--- src/rtl/fpa_pkg.sv ---
`timescale 1ns / 1ps
// Shared types and constants for the fixed-point arithmetic unit.
// No dependencies; every other file depends on this package.
package fpa_pkg;

   localparam int WORD_W = 32;
   localparam int OP_W   = 3;

   typedef enum logic [OP_W-1:0] {
      OP_ADD  = 3'd0,
      OP_SUB  = 3'd1,
      OP_MUL  = 3'd2,
      OP_DIV  = 3'd3,
      OP_SQRT = 3'd4
   } op_type;

   typedef struct packed {
      logic              done;
      logic [WORD_W-1:0] recip;
   } recip_rsp_type;

endpackage

--- src/rtl/fpa_if.sv ---
`timescale 1ns / 1ps
// Valid/ready channel interfaces for request and response words.
// Depends on fpa_pkg for the word and opcode widths.
interface fpa_req_if;
   logic                               valid;
   logic                               ready;
   logic [fpa_pkg::OP_W-1:0]           operation;
   logic signed [fpa_pkg::WORD_W-1:0]  operand_a;
   logic signed [fpa_pkg::WORD_W-1:0]  operand_b;

   modport source (output valid, operation, operand_a, operand_b, input ready);
   modport sink   (input valid, operation, operand_a, operand_b, output ready);
endinterface

interface fpa_rsp_if;
   logic                               valid;
   logic                               ready;
   logic signed [fpa_pkg::WORD_W-1:0]  result;
   logic                               divide_by_zero;

   modport source (output valid, result, divide_by_zero, input ready);
   modport sink   (input valid, result, divide_by_zero, output ready);
endinterface

--- src/rtl/fixed_point_arith_unit.sv ---
`timescale 1ns / 1ps
// Q-format arithmetic unit: sequencer, output register and shared units.
// Depends on fpa_pkg, fpa_if, fpa_mul and fpa_recip.
//
// One word is in flight at a time; req_chan.ready stays low while it is
// worked on. Add, subtract, unused codes, a zero divisor and a square root
// of exactly one reach the output register the cycle after acceptance.
// Multiply passes through S_MUL and S_MUL_OUT and the single registered
// multiplier. Divide forms the reciprocal at one divider step per cycle,
// then uses the same multiplier. Square root spends a multiply state and a
// compare state on each result bit, FRAC_BITS bits below one and up to
// INT_BITS/2 + FRAC_BITS bits above one, plus an S_SQ_SEEK step for each
// position tested while locating the leading bit. A result waits in the
// output register and a new word is taken in the cycle that result leaves.
module fixed_point_arith_unit #(
   parameter int FRAC_BITS = 16,
   parameter int INT_BITS  = 16
) (
   input  logic   clock,
   input  logic   reset,
   fpa_req_if.sink   req_chan,
   fpa_rsp_if.source rsp_chan
);
   import fpa_pkg::*;

   localparam int          SQ_TOP = (INT_BITS >> 1) + FRAC_BITS - 1;
   localparam int          K_W    = $clog2(SQ_TOP + 1);
   localparam logic [WORD_W-1:0] ONE_WORD = WORD_W'(1) << FRAC_BITS;

   typedef enum logic [2:0] {
      S_IDLE,
      S_DIV,
      S_MUL,
      S_MUL_OUT,
      S_SQ_SEEK,
      S_SQ_MUL,
      S_SQ_CMP
   } state_type;

   state_type                state_ff, state_in;
   logic signed [WORD_W-1:0] a_ff, a_in;
   logic signed [WORD_W-1:0] b_ff, b_in;
   logic [WORD_W-1:0]        root_ff, root_in;
   logic [K_W-1:0]           k_ff, k_in;
   logic                     neg_ff, neg_in;
   logic                     low_ff, low_in;
   logic                     rsp_valid_ff, rsp_valid_in;
   logic signed [WORD_W-1:0] result_ff, result_in;
   logic                     dz_ff, dz_in;

   logic                     in_ready;
   logic                     recip_start;
   logic [WORD_W-1:0]        a_mag, b_mag;
   logic [WORD_W-1:0]        trial;
   logic                     keep;
   logic signed [WORD_W-1:0] mul_a, mul_b;
   logic signed [WORD_W-1:0] prod;
   recip_rsp_type            recip_rsp;

   assign in_ready = (state_ff == S_IDLE) && (!rsp_valid_ff || rsp_chan.ready);
   assign a_mag = req_chan.operand_a[WORD_W-1] ? WORD_W'(0) - req_chan.operand_a
                                                : req_chan.operand_a;
   assign b_mag = req_chan.operand_b[WORD_W-1] ? WORD_W'(0) - req_chan.operand_b
                                                : req_chan.operand_b;
   assign trial = root_ff ^ (WORD_W'(1) << k_ff);
   assign keep  = low_ff ? (prod >= a_ff) : (!prod[WORD_W-1] && (prod <= a_ff));
   assign mul_a = (state_ff == S_SQ_MUL) ? $signed(trial) : a_ff;
   assign mul_b = (state_ff == S_SQ_MUL) ? $signed(trial) : b_ff;

   fpa_mul #(.FRAC_BITS(FRAC_BITS)) u_mul (
      .clock     (clock),
      .mul_a     (mul_a),
      .mul_b     (mul_b),
      .prod_word (prod)
   );

   fpa_recip #(.FRAC_BITS(FRAC_BITS)) u_recip (
      .clock     (clock),
      .reset     (reset),
      .start     (recip_start),
      .divisor   (b_mag),
      .recip_rsp (recip_rsp)
   );

   always_comb begin
      state_in     = state_ff;
      a_in         = a_ff;
      b_in         = b_ff;
      root_in      = root_ff;
      k_in         = k_ff;
      neg_in       = neg_ff;
      low_in       = low_ff;
      rsp_valid_in = rsp_valid_ff && !rsp_chan.ready;
      result_in    = result_ff;
      dz_in        = dz_ff;
      recip_start  = 1'b0;
      case (state_ff)
         S_IDLE: begin
            if (req_chan.valid && in_ready) begin
               a_in   = req_chan.operand_a;
               b_in   = req_chan.operand_b;
               neg_in = 1'b0;
               case (req_chan.operation)
                  OP_ADD: begin
                     result_in    = req_chan.operand_a + req_chan.operand_b;
                     dz_in        = 1'b0;
                     rsp_valid_in = 1'b1;
                  end
                  OP_SUB: begin
                     result_in    = req_chan.operand_a - req_chan.operand_b;
                     dz_in        = 1'b0;
                     rsp_valid_in = 1'b1;
                  end
                  OP_MUL: begin
                     state_in = S_MUL;
                  end
                  OP_DIV: begin
                     if (req_chan.operand_b == '0) begin
                        result_in    = '0;
                        dz_in        = 1'b1;
                        rsp_valid_in = 1'b1;
                     end else begin
                        a_in        = $signed(a_mag);
                        neg_in      = req_chan.operand_a[WORD_W-1] ^
                                      req_chan.operand_b[WORD_W-1];
                        recip_start = 1'b1;
                        state_in    = S_DIV;
                     end
                  end
                  OP_SQRT: begin
                     if (req_chan.operand_a == $signed(ONE_WORD)) begin
                        result_in    = $signed(ONE_WORD);
                        dz_in        = 1'b0;
                        rsp_valid_in = 1'b1;
                     end else if (req_chan.operand_a < $signed(ONE_WORD)) begin
                        low_in   = 1'b1;
                        root_in  = ONE_WORD - WORD_W'(1);
                        k_in     = K_W'(FRAC_BITS - 1);
                        state_in = S_SQ_MUL;
                     end else begin
                        low_in   = 1'b0;
                        root_in  = '0;
                        k_in     = K_W'(SQ_TOP);
                        state_in = S_SQ_SEEK;
                     end
                  end
                  default: begin
                     result_in    = '0;
                     dz_in        = 1'b0;
                     rsp_valid_in = 1'b1;
                  end
               endcase
            end
         end
         S_DIV: begin
            if (recip_rsp.done) begin
               b_in     = $signed(recip_rsp.recip);
               state_in = S_MUL;
            end
         end
         S_MUL: begin
            state_in = S_MUL_OUT;
         end
         S_MUL_OUT: begin
            result_in    = neg_ff ? WORD_W'(0) - prod : prod;
            dz_in        = 1'b0;
            rsp_valid_in = 1'b1;
            state_in     = S_IDLE;
         end
         S_SQ_SEEK: begin
            if ((WORD_W'(a_ff) >> k_ff) == '0) begin
               k_in = k_ff - 1'b1;
            end else begin
               state_in = S_SQ_MUL;
            end
         end
         S_SQ_MUL: begin
            state_in = S_SQ_CMP;
         end
         S_SQ_CMP: begin
            if (keep) begin
               root_in = trial;
            end
            if (k_ff == '0) begin
               result_in    = keep ? $signed(trial) : $signed(root_ff);
               dz_in        = 1'b0;
               rsp_valid_in = 1'b1;
               state_in     = S_IDLE;
            end else begin
               k_in     = k_ff - 1'b1;
               state_in = S_SQ_MUL;
            end
         end
         default: begin
            state_in = S_IDLE;
         end
      endcase
   end

   always_ff @(posedge clock) begin
      if (reset) begin
         state_ff     <= S_IDLE;
         rsp_valid_ff <= 1'b0;
      end else begin
         state_ff     <= state_in;
         rsp_valid_ff <= rsp_valid_in;
      end
      a_ff      <= a_in;
      b_ff      <= b_in;
      root_ff   <= root_in;
      k_ff      <= k_in;
      neg_ff    <= neg_in;
      low_ff    <= low_in;
      result_ff <= result_in;
      dz_ff     <= dz_in;
   end

   assign req_chan.ready          = in_ready;
   assign rsp_chan.valid          = rsp_valid_ff;
   assign rsp_chan.result         = result_ff;
   assign rsp_chan.divide_by_zero = dz_ff;

endmodule

--- src/rtl/fpa_mul.sv ---
`timescale 1ns / 1ps
// Shared signed word multiplier with a registered fixed-point result.
// Depends on fpa_pkg for the word width.
module fpa_mul #(
   parameter int FRAC_BITS = 16
) (
   input  logic                              clock,
   input  logic signed [fpa_pkg::WORD_W-1:0] mul_a,
   input  logic signed [fpa_pkg::WORD_W-1:0] mul_b,
   output logic signed [fpa_pkg::WORD_W-1:0] prod_word
);
   import fpa_pkg::*;

   logic signed [2*WORD_W-1:0] full_prod;
   logic signed [WORD_W-1:0]   prod_in;
   logic signed [WORD_W-1:0]   prod_ff;

   assign full_prod = mul_a * mul_b;
   assign prod_in   = $signed(full_prod[FRAC_BITS+WORD_W-1 -: WORD_W]);

   always_ff @(posedge clock) begin
      prod_ff <= prod_in;
   end

   assign prod_word = prod_ff;

endmodule

--- src/rtl/fpa_recip.sv ---
`timescale 1ns / 1ps
// Radix-2 restoring divider forming floor((2^(2F)-1)/d)+1 modulo 2^32.
// Depends on fpa_pkg for the word width and the response struct.
module fpa_recip #(
   parameter int FRAC_BITS = 16
) (
   input  logic                        clock,
   input  logic                        reset,
   input  logic                        start,
   input  logic [fpa_pkg::WORD_W-1:0]  divisor,
   output fpa_pkg::recip_rsp_type      recip_rsp
);
   import fpa_pkg::*;

   localparam int NUM_BITS = 2 * FRAC_BITS;
   localparam int CNT_W    = $clog2(NUM_BITS);

   logic              busy_ff, busy_in;
   logic              done_ff, done_in;
   logic [CNT_W-1:0]  cnt_ff, cnt_in;
   logic [WORD_W-1:0] div_ff, div_in;
   logic [WORD_W-1:0] rem_ff, rem_in;
   logic [WORD_W-1:0] quo_ff, quo_in;
   logic [WORD_W-1:0] trial;
   logic              fits;

   assign trial = {rem_ff[WORD_W-2:0], 1'b1};
   assign fits  = trial >= div_ff;

   always_comb begin
      busy_in = busy_ff;
      done_in = 1'b0;
      cnt_in  = cnt_ff;
      div_in  = div_ff;
      rem_in  = rem_ff;
      quo_in  = quo_ff;
      if (start) begin
         busy_in = 1'b1;
         cnt_in  = CNT_W'(NUM_BITS - 1);
         div_in  = divisor;
         rem_in  = '0;
         quo_in  = '0;
      end else if (busy_ff) begin
         rem_in = fits ? trial - div_ff : trial;
         quo_in = {quo_ff[WORD_W-2:0], fits};
         if (cnt_ff == '0) begin
            busy_in = 1'b0;
            done_in = 1'b1;
         end else begin
            cnt_in = cnt_ff - 1'b1;
         end
      end
   end

   always_ff @(posedge clock) begin
      if (reset) begin
         busy_ff <= 1'b0;
         done_ff <= 1'b0;
      end else begin
         busy_ff <= busy_in;
         done_ff <= done_in;
      end
      cnt_ff <= cnt_in;
      div_ff <= div_in;
      rem_ff <= rem_in;
      quo_ff <= quo_in;
   end

   assign recip_rsp.done  = done_ff;
   assign recip_rsp.recip = quo_ff + WORD_W'(1);

endmodule
--- src/flat_wrapper.sv ---
// flat-port wrapper written by rule: the top's interface ports become plain ports
module fixed_point_arith_unit_flat import fpa_pkg::*;
#(
   parameter int FRAC_BITS = 16,
   parameter int INT_BITS  = 16
)
  (clock, reset, req_chan_valid, req_chan_operation, req_chan_operand_a, req_chan_operand_b, req_chan_ready, rsp_chan_valid, rsp_chan_result, rsp_chan_divide_by_zero, rsp_chan_ready);
  fpa_req_if req_chan_i ();
  fpa_rsp_if rsp_chan_i ();
  input  logic clock;
  input  logic reset;
  input wire logic [$bits(req_chan_i.valid)-1:0] req_chan_valid;
  input wire logic [$bits(req_chan_i.operation)-1:0] req_chan_operation;
  input wire logic [$bits(req_chan_i.operand_a)-1:0] req_chan_operand_a;
  input wire logic [$bits(req_chan_i.operand_b)-1:0] req_chan_operand_b;
  output wire logic [$bits(req_chan_i.ready)-1:0] req_chan_ready;
  output wire logic [$bits(rsp_chan_i.valid)-1:0] rsp_chan_valid;
  output wire logic [$bits(rsp_chan_i.result)-1:0] rsp_chan_result;
  output wire logic [$bits(rsp_chan_i.divide_by_zero)-1:0] rsp_chan_divide_by_zero;
  input wire logic [$bits(rsp_chan_i.ready)-1:0] rsp_chan_ready;
  assign req_chan_i.valid = req_chan_valid;
  assign req_chan_i.operation = req_chan_operation;
  assign req_chan_i.operand_a = req_chan_operand_a;
  assign req_chan_i.operand_b = req_chan_operand_b;
  assign req_chan_ready = req_chan_i.ready;
  assign rsp_chan_valid = rsp_chan_i.valid;
  assign rsp_chan_result = rsp_chan_i.result;
  assign rsp_chan_divide_by_zero = rsp_chan_i.divide_by_zero;
  assign rsp_chan_i.ready = rsp_chan_ready;
  fixed_point_arith_unit #(.FRAC_BITS(FRAC_BITS), .INT_BITS(INT_BITS)) u_core (.clock(clock), .reset(reset), .req_chan(req_chan_i), .rsp_chan(rsp_chan_i));
endmodule
--- config.mk ---
export PLATFORM = sky130hd
export DESIGN_NAME = fixed_point_arith_unit_flat
export DESIGN_NICKNAME = d
export VERILOG_FILES = /design/src/rtl/fpa_pkg.sv /design/src/rtl/fpa_if.sv /design/src/rtl/fixed_point_arith_unit.sv /design/src/rtl/fpa_mul.sv /design/src/rtl/fpa_recip.sv /design/src/flat_wrapper.sv
export SDC_FILE = /design/constraint.sdc
export NUM_CORES = 2
export LEC_CHECK = 0
export CAP_MARGIN = 10
export CORE_UTILIZATION = 60
export DETAILED_ROUTE_END_ITERATION = 10
export DONT_BUFFER_PORTS = 1
export PLACE_DENSITY_LB_ADDON = 0.12
export SYNTH_ARGS = -nofsm -noshare
export SYNTH_HDL_FRONTEND = slang
export SYNTH_SLANG_ARGS = --single-unit
--- constraint.sdc ---
create_clock -name clock -period 26.8 [get_ports clock]
set_clock_uncertainty 0.15 [all_clocks]
set_input_delay 1.34 -clock clock [delete_from_list [all_inputs] [get_ports clock]]
set_output_delay 1.34 -clock clock [all_outputs]
set_load 0.02 [all_outputs]
# [After elaboration in Yosys (flattened, before gate mapping)]
# Index checks and enable logic that the tools add are counted.
[op_classes] add_sub_neg=9 mul=1 magnitude_cmp=4 eq_ne=25 shift=2 muxes=61 n_bitwise=6 reduce_logical=28
[op_table] op="$mux W32" n=16
[op_table] op="$pmux W32 S5" n=1
[op_table] op="$pmux W32 S2" n=2
[op_table] op="$pmux W32 S3" n=1
[op_table] op="$sub A1 B32 Y32 const A" n=3
[op_table] op="$ge A32 B32 Y1" n=2
[op_table] op="$logic_not A32 Y1" n=2
[op_table] op="$mux W31" n=2
[op_table] op="$mul A32 B32 Y48" n=1
[op_table] op="$add A32 B1 Y32 const B" n=1
[op_table] op="$add A32 B32 Y32" n=1
[op_table] op="$eq A32 B18 Y1 const B" n=1
[op_table] op="$le A32 B32 Y1" n=1
[op_table] op="$lt A32 B18 Y1 const B" n=1
[op_table] op="$shl A1 B5 Y32 const A" n=1
[op_table] op="$shr A32 B5 Y32" n=1
[op_table] op="$sub A32 B32 Y32" n=1
[op_table] op="$xor A32 B32 Y32" n=1
[op_table] op="$sub A31 B31 Y31" n=1
[op_table] op="$mux W5" n=6
[op_table] op="$mux W1" n=19
[op_table] op="$mux W3" n=6
[op_table] op="$pmux W3 S6" n=1
[op_table] op="$reduce_and A6 Y1" n=3
[op_table] op="26 further kinds" n=61
[word_totals] ff_bits=274 elab_cells=154

# [Logic depth before layout (Yosys ltp)]
[depth] depth_word=7 ltp_mapped=36 depth_no_buf=33

# [Hierarchy]
# Synthesis repeated with hierarchy kept, for this count alone.
[hier_totals] cells_unflattened=5250 hier_area_um2=48437.7
[modules_own_cells] mod="fpa_mul" instances=1 cells_each=3142 area_per_inst_um2=29365.7 seq_area_each_um2=640.6
[modules_own_cells] mod="fixed_point_arith_unit" instances=1 cells_each=1462 area_per_inst_um2=13123.8 seq_area_each_um2=4164.0
[modules_own_cells] mod="fpa_recip" instances=1 cells_each=646 area_per_inst_um2=5948.2 seq_area_each_um2=2362.3

# [Least setup slack after synthesis]
# Ideal clock, no wire load.
[synth_timing] kind="flip-flop to flip-flop" startpoint="register u_core.k_ff[3]" endpoint="register u_core.u_mul.prod_ff[31], in the netlist u_core.u_mul.prod_word[31]" t_arrival_ns=9.065 required_time_ns=26.578 setup_slack_ns=17.513 stages_incl_launch_ff=36 n_path_buf=5 period_less_slack_ns=9.287 path_cell_list="edfxtp_1 clkbuf_1 clkbuf_1 buf_1 nand2b_1 nor2_1 clkbuf_1 a21oi_1 o21ai_0 a21boi_0 clkbuf_1 nand2_1 fa_1 fa_1 inv_1 fa_1 inv_1 fa_1 fa_1 inv_1 fa_1 inv_1 fa_1 fa_1 inv_1 ha_1 a21oi_1 o21ai_0 a2111oi_0 o2bb2ai_1 a31o_2 o21ai_1 a211oi_1 a22oi_1 a21oi_1 xnor2_1"
[synth_between] elab_chain_len=4
[synth_lines] item="start: declaration" line_no="fixed_point_arith_unit.sv:44" source="logic [K_W-1:0] k_ff, k_in;"
[synth_lines] item="start signal: assignment" line_no="fixed_point_arith_unit.sv:211" source="k_ff <= k_in;"
[synth_lines] item="$shl A1 B5 Y32 (*)" line_no="fixed_point_arith_unit.sv:65" source="assign trial = root_ff ^ (WORD_W'(1) << k_ff);"
[synth_lines] item="$xor A32 B32 Y32 (*)" line_no="fixed_point_arith_unit.sv:65"
[synth_lines] item="$mux W32, on equally long branches" line_no="fixed_point_arith_unit.sv:67, fixed_point_arith_unit.sv:68"
[synth_lines] item="$mul A32 B32 Y48 (*)" line_no="fpa_mul.sv:18" source="assign full_prod = mul_a * mul_b;"
[synth_lines] item="via u_core.u_mul.full_prod[47]" line_no="fpa_mul.sv:14" source="logic signed [2*WORD_W-1:0] full_prod;"
[synth_lines] item="end signal: assignment" line_no="fpa_mul.sv:22" source="prod_ff <= prod_in;"
[synth_lines] item="end: declaration" line_no="fpa_mul.sv:16" source="logic signed [WORD_W-1:0] prod_ff;"
# The timed path passes the listed nets; every way through them passes the cells marked *.
# A chain may end at the register's enable or synchronous reset.

# [Worst setup path in the final report]
[layout_timing] startpoint="register u_core.k_ff[0]" endpoint="register u_core.u_mul.prod_ff[28], in the netlist u_core.u_mul.prod_word[28]"
# Same word-level chain as after synthesis.

==> summary.txt <==
Synthesis
  • Post-synthesis mux area share: 1.15%
  • Synthesis-stage register bit count: 274
  • Syn nets: 6440
  • Largest family of logic cells by synthesized area: adder cells
  • Synth Cell Area: 46700 um^2
  • Netlist cell types: 74
  • Async SR Flop Fraction: 0%
  • Post-synthesis sequential area ratio: 15.4%
  • Commonest register cell after synthesis: edfxtp_1
  • Xor/xnor share of the synthesized area: 5.69%
  • Post-synth EDFFs: 168
  • Adder-Cell Fraction of Synth Area: 43.2%
  • Post-synthesis compound-gate area fraction: 10.2%
  • Mapped Cells: 5262
  • Synth Area per Inst: 8.87 um^2
  • Synth warn: 0
  • Simple-gate portion of the synthesized area: 15.3%

CTS
  • H-tree depth: 1
  • CTS tree: done
  • Reg clk slew, reported paths: 70 ps
  • Num CTS Buffers: 28
  • Clock Sinks: 274
  • Post-CTS setup buffers: 0
  • Clock Path Buffers: 3
  • Root buf cell: clkbuf_16
  • Cts repair resizes: 0
  • Hold Buf Count CTS: 0
  • Clock Latency Late Sink: 600 ps

GRT
  • Initial antenna violation count: 2
  • GRT Util Overall: 41.4%
  • Largest net degree at the start of global routing: 81
  • First-pass GRT wire length: 239000 um
  • GRT overflow: 0
  • Vias in the first global route: 38500

Timing
  • Fin crit period: 10960 ps
  • Final TNS setup: 0 ps
  • Fin. Hold Viols: 0
  • Max Clock Freq: 0.0912 GHz
  • Actual slew at the worst max-slew pin: 1340 ps
  • RSZ-0062 raised after global routing: no
  • Endpoints failing setup: 0
  • Period utilization: 40.9%
  • Max-slew headroom: 10.6%
  • Slew Limit Fails: 0

Drt
  • Total wire length: 158000 um
  • Via count: 38100
  • DRC Markers: 0
  • Post-route ant nets: 0
  • TritonRoute pass-1 iters: 6
  • DR vias/cell: 6.13
  • Routed WL per cell: 25.5 um
  • 1st-iter DRT viols: 3921

Worst setup path
  • Worst r2r src: u_core.k_ff[0]
  • Crit path largest cell delay: 1120 ps
  • Reg2reg path depth: 28
  • CP Launch Type: flop
  • Most used cell, CP: fa_1
  • CP max stage cell: a21boi_1
  • Crit Path Max Fanout: 27
  • Worst Setup Path Type: flop to flop
  • Worst path arrival time: 11270 ps
  • R2R setup slack: 15840 ps
  • Crit end category: flop
  • Critical Path RT: 27100 ps
  • FF-to-FF End: u_core.u_mul.prod_word[28]

Place
  • RD Place Congestion: 1.01
  • Placed inst area: 48000 um^2
  • I/O Buffers: 0
  • Post-Place Cells: 6161
  • DP HPWL: 125000 um

Worst hold path
  • Worst Hold Path EP: u_core.u_recip.done_ff
  • Hold Crit Class: flop to flop
  • Origin of the worst min-delay path: u_core.u_recip.cnt_ff[4]
  • Hold path depth: 1

Cells and area
  • Fraction of layout cells with a size suffix above 1: 4.05%
  • Most common cell after layout, fill and taps aside: inv_1
  • Area Growth Syn to Fin: 4.88%
  • Commonest non-fill, non-tap cells in the layout: inv_1, fa_1, nand2_1
  • Final instance area: 48900 um^2
  • Layout Cells excl Fill: 6218
  • Final net count: 6340

Floorplanning
  • Core area: 76500 um^2
  • IO Count: 106
  • Die height: 281 um
  • Row Count: 101
  • Die ar.: 78900 um^2
  • DIE WIDTH: 281 um
  • Initial Util: 61.0%

Flow run
  • Total of max-cap violations: 0

Outcome
  • Outcome: finished clean
==> final cells by class <==
| cell class | instances | area, um^2 |
|---|---|---|
| multi-input combinational | 3863 | 35300 |
| timing repair buffer | 112 | 841 |
| fill | 6554 | 27500 |
| inverter | 883 | 3310 |
| antenna | 4 | 10.0 |
| clock buffer | 30 | 718 |
| clock inverter | 22 | 240 |
| tap | 1030 | 1290 |
| sequential | 274 | 7170 |
==> worst max path at each step <==
stage,startpoint,to,slack [ps],depth (start not counted)
2_1_floorplan,u_core.k_ff[3],u_core.u_mul.prod_word[31],17510,35
3_3_place_gp,u_core.k_ff[0],u_core.u_mul.prod_word[26],16300,28
3_5_place_dp,u_core.k_ff[0],u_core.u_mul.prod_word[26],16050,28
4_1_cts,u_core.k_ff[0],u_core.u_mul.prod_word[26],15980,28
5_1_grt,u_core.k_ff[0],u_core.u_mul.prod_word[28],15370,28
6_report,u_core.k_ff[0],u_core.u_mul.prod_word[28],15840,28
==> worst max-delay path, delay by kind of cell, from the launching register on <==
family | cells | cell delay (ps)
xor+xnor | 1 | 170
simple gates | 4 | 610
buf+inv | 4 | 710
fa+ha+maj | 10 | 4930
flops | 1 | 930
compound gates | 9 | 3310
==> synthesized netlist by cell type, drive strengths merged (35+ instances only) <==
cell type	n	area [um^2]
nand2	665	2500
nand4	51	319
a21boi	35	263
o21ai	231	1160
clkbuf	229	860
nor3	44	220
ha	267	3340
fa	840	16800
mux2i	50	500
xnor2	171	1500
o21a	48	360
xor2	132	1160
nor2	622	2330
nand2b	36	225
dfxtp	106	2120
a21oi	151	756
edfxtp	168	5040
o31ai	37	292
nand3	55	280
inv	882	3310
a21o	57	428
==> through the flow <==
stage	setup WS (ps)	util (%)	hold WS (ps)
final	15840	64.0	324
after global routing	15370	64.0	347
after CTS	15980	64.0	315
after detailed placement	16050	62.7	307
after global placement	16300	62.7	288
after floorplan	17510	-	271
==> flip-flops by register name (all words and copies together), names as in the netlist, 3 cells and up <==
| signal | flops |
|---|---|
| u_core.u_recip.quo_ff | 32 |
| u_core.root_ff | 32 |
| u_core.a_ff | 32 |
| u_core.u_mul.prod_word | 32 |
| u_core.u_recip.rem_ff | 31 |
| u_core.rsp_chan.result | 32 |
| u_core.k_ff | 5 |
| u_core.u_recip.cnt_ff | 5 |
| u_core.b_ff | 32 |
| u_core.state_ff | 3 |
| u_core.u_recip.div_ff | 32 |
==> cells by family after synthesis <==
family          count (synthesis)
xor+xnor                      303
fa+ha+maj                    1107
flops                         274
compound gates                746
mux                            53
buf+inv                      1125
simple gates                 1654
==> layer usage <==
metal  global-route usage (%)  share of wire (%)  wire (um)
met5                        0             0.0082         13
met4                     21.5                6.3       9920
met3                     10.6                 11      17900
met2                     64.7                 45      70700
met1                     53.2                 38      59900
Power is not shown: default switching activity piles up to over one toggle a cycle in this logic, so the estimate is an artifact.
